File: src/hdl/pud_pkg.sv
// ----------------------------------------------------------------------------
// pud_pkg: shared types and constants for the percent URL decoder
// Word formats, status codes, held-byte codes and hex-digit helpers.
// ----------------------------------------------------------------------------
package pud_pkg;

  // Input word: one raw URI byte and its end flag
  typedef struct packed {
    logic [7:0] in_byte;
    logic       is_last;
  } pud_in_t;

  // Output word: one decoded byte or an error code
  typedef struct packed {
    logic [7:0] out_byte;
    logic [1:0] status;
    logic       end_of_run;
  } pud_out_t;

  // Most words one input byte can produce
  localparam int unsigned BURST_MAX = 3;

  // Words produced for one input byte, in order
  typedef struct packed {
    logic [1:0]                  count;
    pud_out_t [BURST_MAX-1:0]    word;
  } pud_burst_t;

  // Status codes
  localparam logic [1:0] STATUS_DATA = 2'd0;
  localparam logic [1:0] STATUS_ZERO = 2'd1;
  localparam logic [1:0] STATUS_LONG = 2'd2;

  // Held-byte codes
  localparam logic [1:0] HELD_NONE  = 2'd0;
  localparam logic [1:0] HELD_PCT   = 2'd1;
  localparam logic [1:0] HELD_DIGIT = 2'd2;

  // Characters
  localparam logic [7:0] CHAR_PCT   = 8'h25;
  localparam logic [7:0] CHAR_ZERO  = 8'h30;
  localparam logic [7:0] CHAR_NINE  = 8'h39;
  localparam logic [7:0] CHAR_LA    = 8'h61;
  localparam logic [7:0] CHAR_LF    = 8'h66;
  localparam logic [7:0] CHAR_UA    = 8'h41;
  localparam logic [7:0] CHAR_UF    = 8'h46;
  localparam logic [3:0] HEX_TEN    = 4'd10;

  // Length limit after reset
  localparam logic [15:0] MAX_LEN_RESET = 16'd4095;

  function automatic logic is_hex(input logic [7:0] c);
    return (c >= CHAR_ZERO && c <= CHAR_NINE) ||
           (c >= CHAR_LA && c <= CHAR_LF) ||
           (c >= CHAR_UA && c <= CHAR_UF);
  endfunction

  function automatic logic [3:0] hex_val(input logic [7:0] c);
    logic [7:0] d;
    d = 8'd0;
    if (c >= CHAR_ZERO && c <= CHAR_NINE) begin
      d = c - CHAR_ZERO;
    end else if (c >= CHAR_LA && c <= CHAR_LF) begin
      d = c - CHAR_LA + {4'd0, HEX_TEN};
    end else if (c >= CHAR_UA && c <= CHAR_UF) begin
      d = c - CHAR_UA + {4'd0, HEX_TEN};
    end
    return d[3:0];
  endfunction

endpackage

File: src/hdl/pud_decode.sv
// ----------------------------------------------------------------------------
// pud_decode: escape decoder state and per-byte result logic
// Holds the escape state, the run count and the length limit, and turns one
// registered input byte into up to three output words.
// ----------------------------------------------------------------------------
module pud_decode
  import pud_pkg::*;
(
  input  logic       clk,
  input  logic       rst,
  input  logic       cfg_we,
  input  logic [15:0] cfg_wdata,
  input  logic       fire,
  input  pud_in_t    item,
  output pud_burst_t burst
);

  logic [15:0] max_len;
  logic [1:0]  held_count;
  logic [7:0]  held_digit;
  logic [15:0] emitted_count;
  logic        discarding;

  logic [7:0]  cand_byte [BURST_MAX];
  logic [1:0]  cand_n;
  logic        cand_dec;
  logic [1:0]  hold_new;
  logic        set_digit;
  logic        fresh_holds;
  logic        err;
  logic [1:0]  res_n;
  logic [1:0]  ndata;
  logic [16:0] cnt_k;

  // Length limit register
  always_ff @(posedge clk) begin
    if (rst) begin
      max_len <= MAX_LEN_RESET;
    end else if (cfg_we) begin
      max_len <= cfg_wdata;
    end
  end

  // Candidate bytes to emit, in order
  always_comb begin
    fresh_holds  = (item.in_byte == CHAR_PCT) && !item.is_last;
    cand_byte[0] = item.in_byte;
    cand_byte[1] = item.in_byte;
    cand_byte[2] = item.in_byte;
    cand_n       = 2'd0;
    cand_dec     = 1'b0;
    hold_new     = HELD_NONE;
    set_digit    = 1'b0;
    case (held_count)
      HELD_PCT: begin
        if (is_hex(item.in_byte) && !item.is_last) begin
          set_digit = 1'b1;
          hold_new  = HELD_DIGIT;
        end else begin
          cand_byte[0] = CHAR_PCT;
          if (fresh_holds) begin
            cand_n   = 2'd1;
            hold_new = HELD_PCT;
          end else begin
            cand_n = 2'd2;
          end
        end
      end
      HELD_DIGIT: begin
        if (is_hex(item.in_byte)) begin
          cand_byte[0] = {hex_val(held_digit), hex_val(item.in_byte)};
          cand_dec     = 1'b1;
          cand_n       = 2'd1;
        end else begin
          cand_byte[0] = CHAR_PCT;
          cand_byte[1] = held_digit;
          if (fresh_holds) begin
            cand_n   = 2'd2;
            hold_new = HELD_PCT;
          end else begin
            cand_n = 2'd3;
          end
        end
      end
      default: begin
        if (fresh_holds) begin
          hold_new = HELD_PCT;
        end else begin
          cand_n = 2'd1;
        end
      end
    endcase
  end

  // Length and zero checks, one candidate after another
  always_comb begin
    err   = 1'b0;
    res_n = 2'd0;
    ndata = 2'd0;
    cnt_k = 17'd0;
    burst.word = '0;
    for (int k = 0; k < BURST_MAX; k++) begin
      cnt_k = {1'b0, emitted_count} + 17'(k);
      if (2'(k) < cand_n && !err) begin
        res_n = 2'(k + 1);
        if (cnt_k >= {1'b0, max_len}) begin
          burst.word[k] = '{out_byte: 8'd0, status: STATUS_LONG, end_of_run: 1'b1};
          err = 1'b1;
        end else if (k == 0 && cand_dec && cand_byte[0] == 8'd0) begin
          burst.word[k] = '{out_byte: 8'd0, status: STATUS_ZERO, end_of_run: 1'b1};
          err = 1'b1;
        end else begin
          burst.word[k] = '{out_byte: cand_byte[k], status: STATUS_DATA,
                            end_of_run: 1'b0};
          ndata = ndata + 2'd1;
        end
      end
    end
    // last byte closes the run on its final word
    if (!err && item.is_last && res_n != 2'd0) begin
      burst.word[res_n - 2'd1].end_of_run = 1'b1;
    end
    burst.count = discarding ? 2'd0 : res_n;
  end

  // Decoder state
  always_ff @(posedge clk) begin
    if (rst) begin
      held_count    <= HELD_NONE;
      emitted_count <= 16'd0;
      discarding    <= 1'b0;
    end else if (fire) begin
      if (discarding) begin
        if (item.is_last) begin
          discarding <= 1'b0;
        end
      end else if (err) begin
        held_count    <= HELD_NONE;
        emitted_count <= 16'd0;
        discarding    <= !item.is_last;
      end else if (item.is_last) begin
        held_count    <= HELD_NONE;
        emitted_count <= 16'd0;
      end else begin
        held_count    <= hold_new;
        emitted_count <= emitted_count + {14'd0, ndata};
      end
    end
  end

  // First hex digit of an escape
  always_ff @(posedge clk) begin
    if (fire && !discarding && set_digit) begin
      held_digit <= item.in_byte;
    end
  end

endmodule

File: src/hdl/percent_url_decoder_core.sv
// ----------------------------------------------------------------------------
// percent_url_decoder_core: streaming percent decoder for URI bytes
// Input register, escape decoder and an output queue.
// ----------------------------------------------------------------------------
// Usage:
//   Raw URI bytes enter on in_valid/in_stall/in_data, one word per byte, with
//   is_last set on the final byte. Decoded words leave on out_valid/out_stall/
//   out_data; status tells data from the two error codes and end_of_run marks
//   the final word of a run. cfg_we/cfg_wdata load the output length limit;
//   write it only while the block is idle.
//   Throughput: one input byte per cycle while the queue has room. A byte yields
//   zero to three output words; a broken escape replays up to three, and the
//   output queue of DEPTH words absorbs these bursts, while the output side drains
//   one word a cycle unless out_stall holds it. An accepted byte passes through
//   the input register, then the queue write, then the output register.
//   The input register passes a byte on only when the queue has room for
//   three words, so a stalled receiver backs up into in_stall.
//   Reset clears the queue, the escape state and the run count, and sets the
//   length limit to 4095.
// ----------------------------------------------------------------------------
module percent_url_decoder_core
  import pud_pkg::*;
#(
  parameter int unsigned DEPTH = 8  // output queue words, power of two, >= 8
) (
  input  logic        clk,
  input  logic        rst,
  input  logic        cfg_we,
  input  logic [15:0] cfg_wdata,
  input  logic        in_valid,
  output logic        in_stall,
  input  pud_in_t     in_data,
  output logic        out_valid,
  input  logic        out_stall,
  output pud_out_t    out_data
);

  localparam int unsigned AW = $clog2(DEPTH);

  logic             in_full;
  pud_in_t          in_item;
  logic             room;
  logic             fire;
  pud_burst_t       burst;
  logic [1:0]       push_n;
  logic             pop;
  logic             load;
  pud_out_t         mem [DEPTH];
  logic [AW-1:0]    wr_ptr;
  logic [AW-1:0]    rd_ptr;
  logic [AW:0]      count;
  logic [AW:0]      count_next;

  // Handshake
  assign room     = count <= (AW + 1)'(DEPTH - BURST_MAX);
  assign fire     = in_full && room;
  assign in_stall = in_full && !room;
  assign pop      = out_valid && !out_stall;
  assign load     = (count != '0) && (!out_valid || pop);
  assign push_n   = fire ? burst.count : 2'd0;

  // Input register
  always_ff @(posedge clk) begin
    if (rst) begin
      in_full <= 1'b0;
    end else if (!in_stall) begin
      in_full <= in_valid;
    end
  end

  always_ff @(posedge clk) begin
    if (in_valid && !in_stall) begin
      in_item <= in_data;
    end
  end

  pud_decode u_decode (
    .clk       (clk),
    .rst       (rst),
    .cfg_we    (cfg_we),
    .cfg_wdata (cfg_wdata),
    .fire      (fire),
    .item      (in_item),
    .burst     (burst)
  );

  // Output queue: up to three writes, one read per cycle
  assign count_next = count + {{(AW - 1){1'b0}}, push_n} - {{AW{1'b0}}, load};

  always_ff @(posedge clk) begin
    if (rst) begin
      wr_ptr <= '0;
      rd_ptr <= '0;
      count  <= '0;
    end else begin
      wr_ptr <= wr_ptr + {{(AW - 2){1'b0}}, push_n};
      rd_ptr <= rd_ptr + {{(AW - 1){1'b0}}, load};
      count  <= count_next;
    end
  end

  always_ff @(posedge clk) begin
    for (int k = 0; k < BURST_MAX; k++) begin
      if (2'(k) < push_n) begin
        mem[wr_ptr + AW'(k)] <= burst.word[k];
      end
    end
  end

  // Output register, refilled from the queue head
  always_ff @(posedge clk) begin
    if (rst) begin
      out_valid <= 1'b0;
    end else if (load) begin
      out_valid <= 1'b1;
    end else if (pop) begin
      out_valid <= 1'b0;
    end
  end

  always_ff @(posedge clk) begin
    if (load) begin
      out_data <= mem[rd_ptr];
    end
  end

`ifndef SYNTHESIS
  // queue never overfills
  a_count_bound: assert property (@(posedge clk) disable iff (rst)
    count <= (AW + 1)'(DEPTH))
    else $error("output queue overflow");

  // a blocked input byte is kept in the input register
  a_in_hold: assert property (@(posedge clk) disable iff (rst)
    in_full && !fire |=> in_full && $stable(in_item))
    else $error("input register lost a blocked byte");

  // every error word closes the run
  a_err_ends: assert property (@(posedge clk) disable iff (rst)
    out_valid && out_data.status != STATUS_DATA |-> out_data.end_of_run)
    else $error("error word without end of run");
`endif

endmodule

File: config.mk
export PLATFORM = sky130hd
export DESIGN_NAME = percent_url_decoder_core
export DESIGN_NICKNAME = d
export VERILOG_FILES = /design/src/hdl/pud_pkg.sv /design/src/hdl/pud_decode.sv /design/src/hdl/percent_url_decoder_core.sv
export SDC_FILE = /design/constraint.sdc
export NUM_CORES = 1
export LEC_CHECK = 0
export BUFFER_PORTS_ARGS = -buffer_cell sky130_fd_sc_hd__buf_2
export CORE_MARGIN = 2
export CORE_UTILIZATION = 50
export DETAILED_ROUTE_END_ITERATION = 7
export PLACE_DENSITY = 0.67
export SYNTH_ARGS = -nofsm -noshare
export SYNTH_HDL_FRONTEND = slang
export SYNTH_SLANG_ARGS = --single-unit
File: constraint.sdc
create_clock -name clk -period 6.3 [get_ports clk]
set_clock_uncertainty 0.2 [all_clocks]
set_input_delay 1.26 -clock clk [delete_from_list [all_inputs] [get_ports clk]]
set_output_delay 1.26 -clock clk [all_outputs]
set_load 0.005 [all_outputs]
==> out/qor.csv <==
metric;value;unit
Die Area;22700;µm²
DP HPWL;18900;µm
Post-DRT Antenna Nets;0;
vias in the first global route;8023;
clock slew at reported path FFs;80;ps
Overflow after GRT;0;
Worst Setup End Kind;flip-flop;
synth unique cells;78;
Post-Syn Area per Cell;9.86;µm²
crit path kind;reg -> reg;
wirelength, routed;27700;µm
Die H;151;µm
Max Slew Vio Count;0;
Root Buffer;clkbuf_16;
Top Layer Used;met4;
FF+latch count, synth;163;
multi-input logic area;5910;µm²
drt wl/cell;19.9;µm
fillers;1868;
CP Data Arrival Time;5890;ps
count of final setup violators;0;
Worst-Margin Slew;1130;ps
commonest non-fill, non-tap cells in the layout;116 x edfxtp_1, 89 x a21oi_1, 88 x nand2_1;
commonest non-fill, non-tap cell in the layout;edfxtp_1;
Num CTS Buffers;17;
TritonCTS Sinks;163;
top-area cell type share of the netlist area;32.3;%
vias per cell;6.15;
final core occ;56.1;%
H-tree depth;4;
outcome;completed;
# diodes;0;
Crit path max-delay family;compound AO/OA/AOI/OAI gates;
setup TNS;0;ps
vias post-DR;8571;
Post-synth EDFFs;116;
I/O pins;43;
Die X-Extent;151;µm
Power per Cell Area;258;nW/µm²
GRT Overall Usage;25.4;%
Post-Synthesis Cells;1092;
top_reg_cell synth;edfxtp_1;
sequential share of the synthesized area;41.1;%
DRC Markers;0;
antenna violations before repair;0;
GPL Wtd Cong;0.901;
met2 routed WL;13000;µm
Syn Nets;1198;
Pre-antenna DRT Iters;5;
first-pass GRT wire length;44000;µm
startpoint types;flip-flop;
num rows;53;
Critical Path Max Stage Delay;570;ps
synth top area cells;edfxtp_1 32%, dfxtp_1 8.7%, ha_1 8.5%;
post-CTS setup buffer count;0;
Yosys Warn Count;0;
largest net degree at the start of global routing;45;
crit path buf inv count;4;
CTS max path bufs;2;
RSZ-0062 raised after global routing;no;
Worst Setup Slack, final;589;ps
Slew headroom;24.8;%
Metal-1 WL;12400;µm
Worst-Skew Late Latency;450;ps
Worst path slowest cell;edfxtp_1;
async set or reset register ratio after synthesis;0;%
layout cells sized above 1;13.3;%
Final Net Count;1212;
Fmax;0.175;GHz
Hold Violations, Final;0;
Critical Path RT;6480;ps
VDD IR max;0.199;mV
max_cap viols;0;
Seq. cell area;4420;µm²
P&R area growth vs syn;9.91;%
input/output buffers;42;
met3 wire length;1680;µm
worst-path maximum fanout;11;
Initial Utilization;51.1;%
Lkg Pwr;0.00491;µW
Place WS;576;ps
Cell Area, Synth;10800;µm²
period utilization;90.6;%
DR iter-0 viols;906;
TritonCTS clock tree;done;
cell taking the most area after synthesis;edfxtp_1;
Final min period;5710;ps
worst min path class;reg -> reg;
CP Cell Sequence;inv_1, ha_1, o21ba_2, o21ai_1, o21ai_1, a21o_1, a211oi_1, nand3_1, buf_4, and3_1, ha_1, inv_1, a21boi_1, xor2_1, ha_1, inv_1, fa_1, nor3_1, nand3_1, or4_1, a21oi_1;
total core area;21100;µm²
## state kept, by name, indices dropped and copies added (netlist names), 2 cells and up
register                flops
mem                        88
in_item                     9
wr_ptr                      3
u_decode.max_len           16
u_decode.held_digit         8
u_decode.held_count         2
out_data                   11
u_decode.emitted_count     16
count                       4
rd_ptr                      3
## Yosys cell counts, drive strengths merged (3+ instances only)
| library cell | number |
|---|---|
| a31oi | 8 |
| nand2b | 3 |
| or2 | 4 |
| a211oi | 8 |
| o221ai | 7 |
| o211ai | 28 |
| and2 | 5 |
| mux4 | 22 |
| ha | 73 |
| xor2 | 14 |
| o21ai | 74 |
| o31ai | 5 |
| clkbuf | 47 |
| and3 | 15 |
| a21oi | 90 |
| mux2 | 11 |
| buf | 22 |
| nor2b | 18 |
| a2bb2oi | 4 |
| dfxtp | 47 |
| nand2 | 88 |
| a32o | 5 |
| or4 | 6 |
| xnor2 | 21 |
| a21o | 14 |
| nor2 | 79 |
| nor4 | 5 |
| or3 | 9 |
| and4 | 3 |
| a32oi | 3 |
| o21a | 5 |
| nand4 | 11 |
| edfxtp | 116 |
| inv | 48 |
| nand3 | 55 |
| a21boi | 3 |
| fa | 3 |
| or4b | 3 |
| nor3 | 18 |
| mux2i | 62 |
## metal layers
metal,vias to the layer above,GRT usage (%)
met4,0,9.30
met5,-,0
met3,50,3.94
met1,4088,35.1
li1,4116,-
met2,317,40.6
## power breakdown
group | leakage [µW] | internal [µW] | switching (µW)
clock network | 0.000296 | 540 | 523
logic | 0.00315 | 314 | 363
registers | 0.00147 | 1270 | 51.1
## stage by stage
stage	power (µW)	hold WS, ps	instance area (µm²)	instances
6_report	3060	262	11800	1394
4_1_cts	3080	267	11800	1394
3_3_place_gp	2020	250	11200	1362
2_1_floorplan	1820	249	10800	1092
5_1_grt	3210	314	11800	1394
3_5_place_dp	2030	257	11200	1362
## logic make-up (layout without fill, tap and decap cells)
family                     count (synthesis)  count (layout)  synth area share (%)
AOI/OAI and AO/OA                        277             277                  16.4
xor gates and xnor gates                  35              35                  2.85
adders and majority gates                 76              76                  9.04
buffers and inverters                    118             145                  4.28
DFF                                      163             163                  41.1
muxes                                     95              95                  11.5
and+or+nand+nor                          328             328                  14.9
## path summary, 6_finish.rpt
| path | from | end | slack (ps) | cells after the start |
|---|---|---|---|---|
| worst min-delay path | out_valid | out_valid | 260 | 2 |
| worst max-delay path | in_item[1] | u_decode.emitted_count[12] | 590 | 21 |
| worst max register to register | in_item[1] | u_decode.emitted_count[12] | 590 | 21 |
| worst min register to register | out_valid | out_valid | 260 | 2 |
## repair_timing
item                       CTS  global route
setup endpoints to repair    0             1
gates resized for setup      0             1
hold buffers                 0             0
## worst register-to-register path: cells and delay by family, from the launching register on
| family | cells | cell delay [ps] |
|---|---|---|
| XOR/XNOR | 1 | 170 |
| flip-flops | 1 | 570 |
| adder cells (fa/ha/maj) | 4 | 1220 |
| AO/OA/AOI/OAI | 7 | 1790 |
| AND/OR/NAND/NOR | 5 | 1260 |
| buffers and inverters | 4 | 440 |
## final cells by class
cell class / count / area share, %
clock buffers: 17 / 3.59
clock inverters: 15 / 1.47
inverters: 49 / 1.55
multi-input cells: 811 / 49.9
flip-flops and latches: 163 / 37.4
well taps: 275 / 2.91
repair buffers: 64 / 3.17
Power figures use the tool's default switching activity.
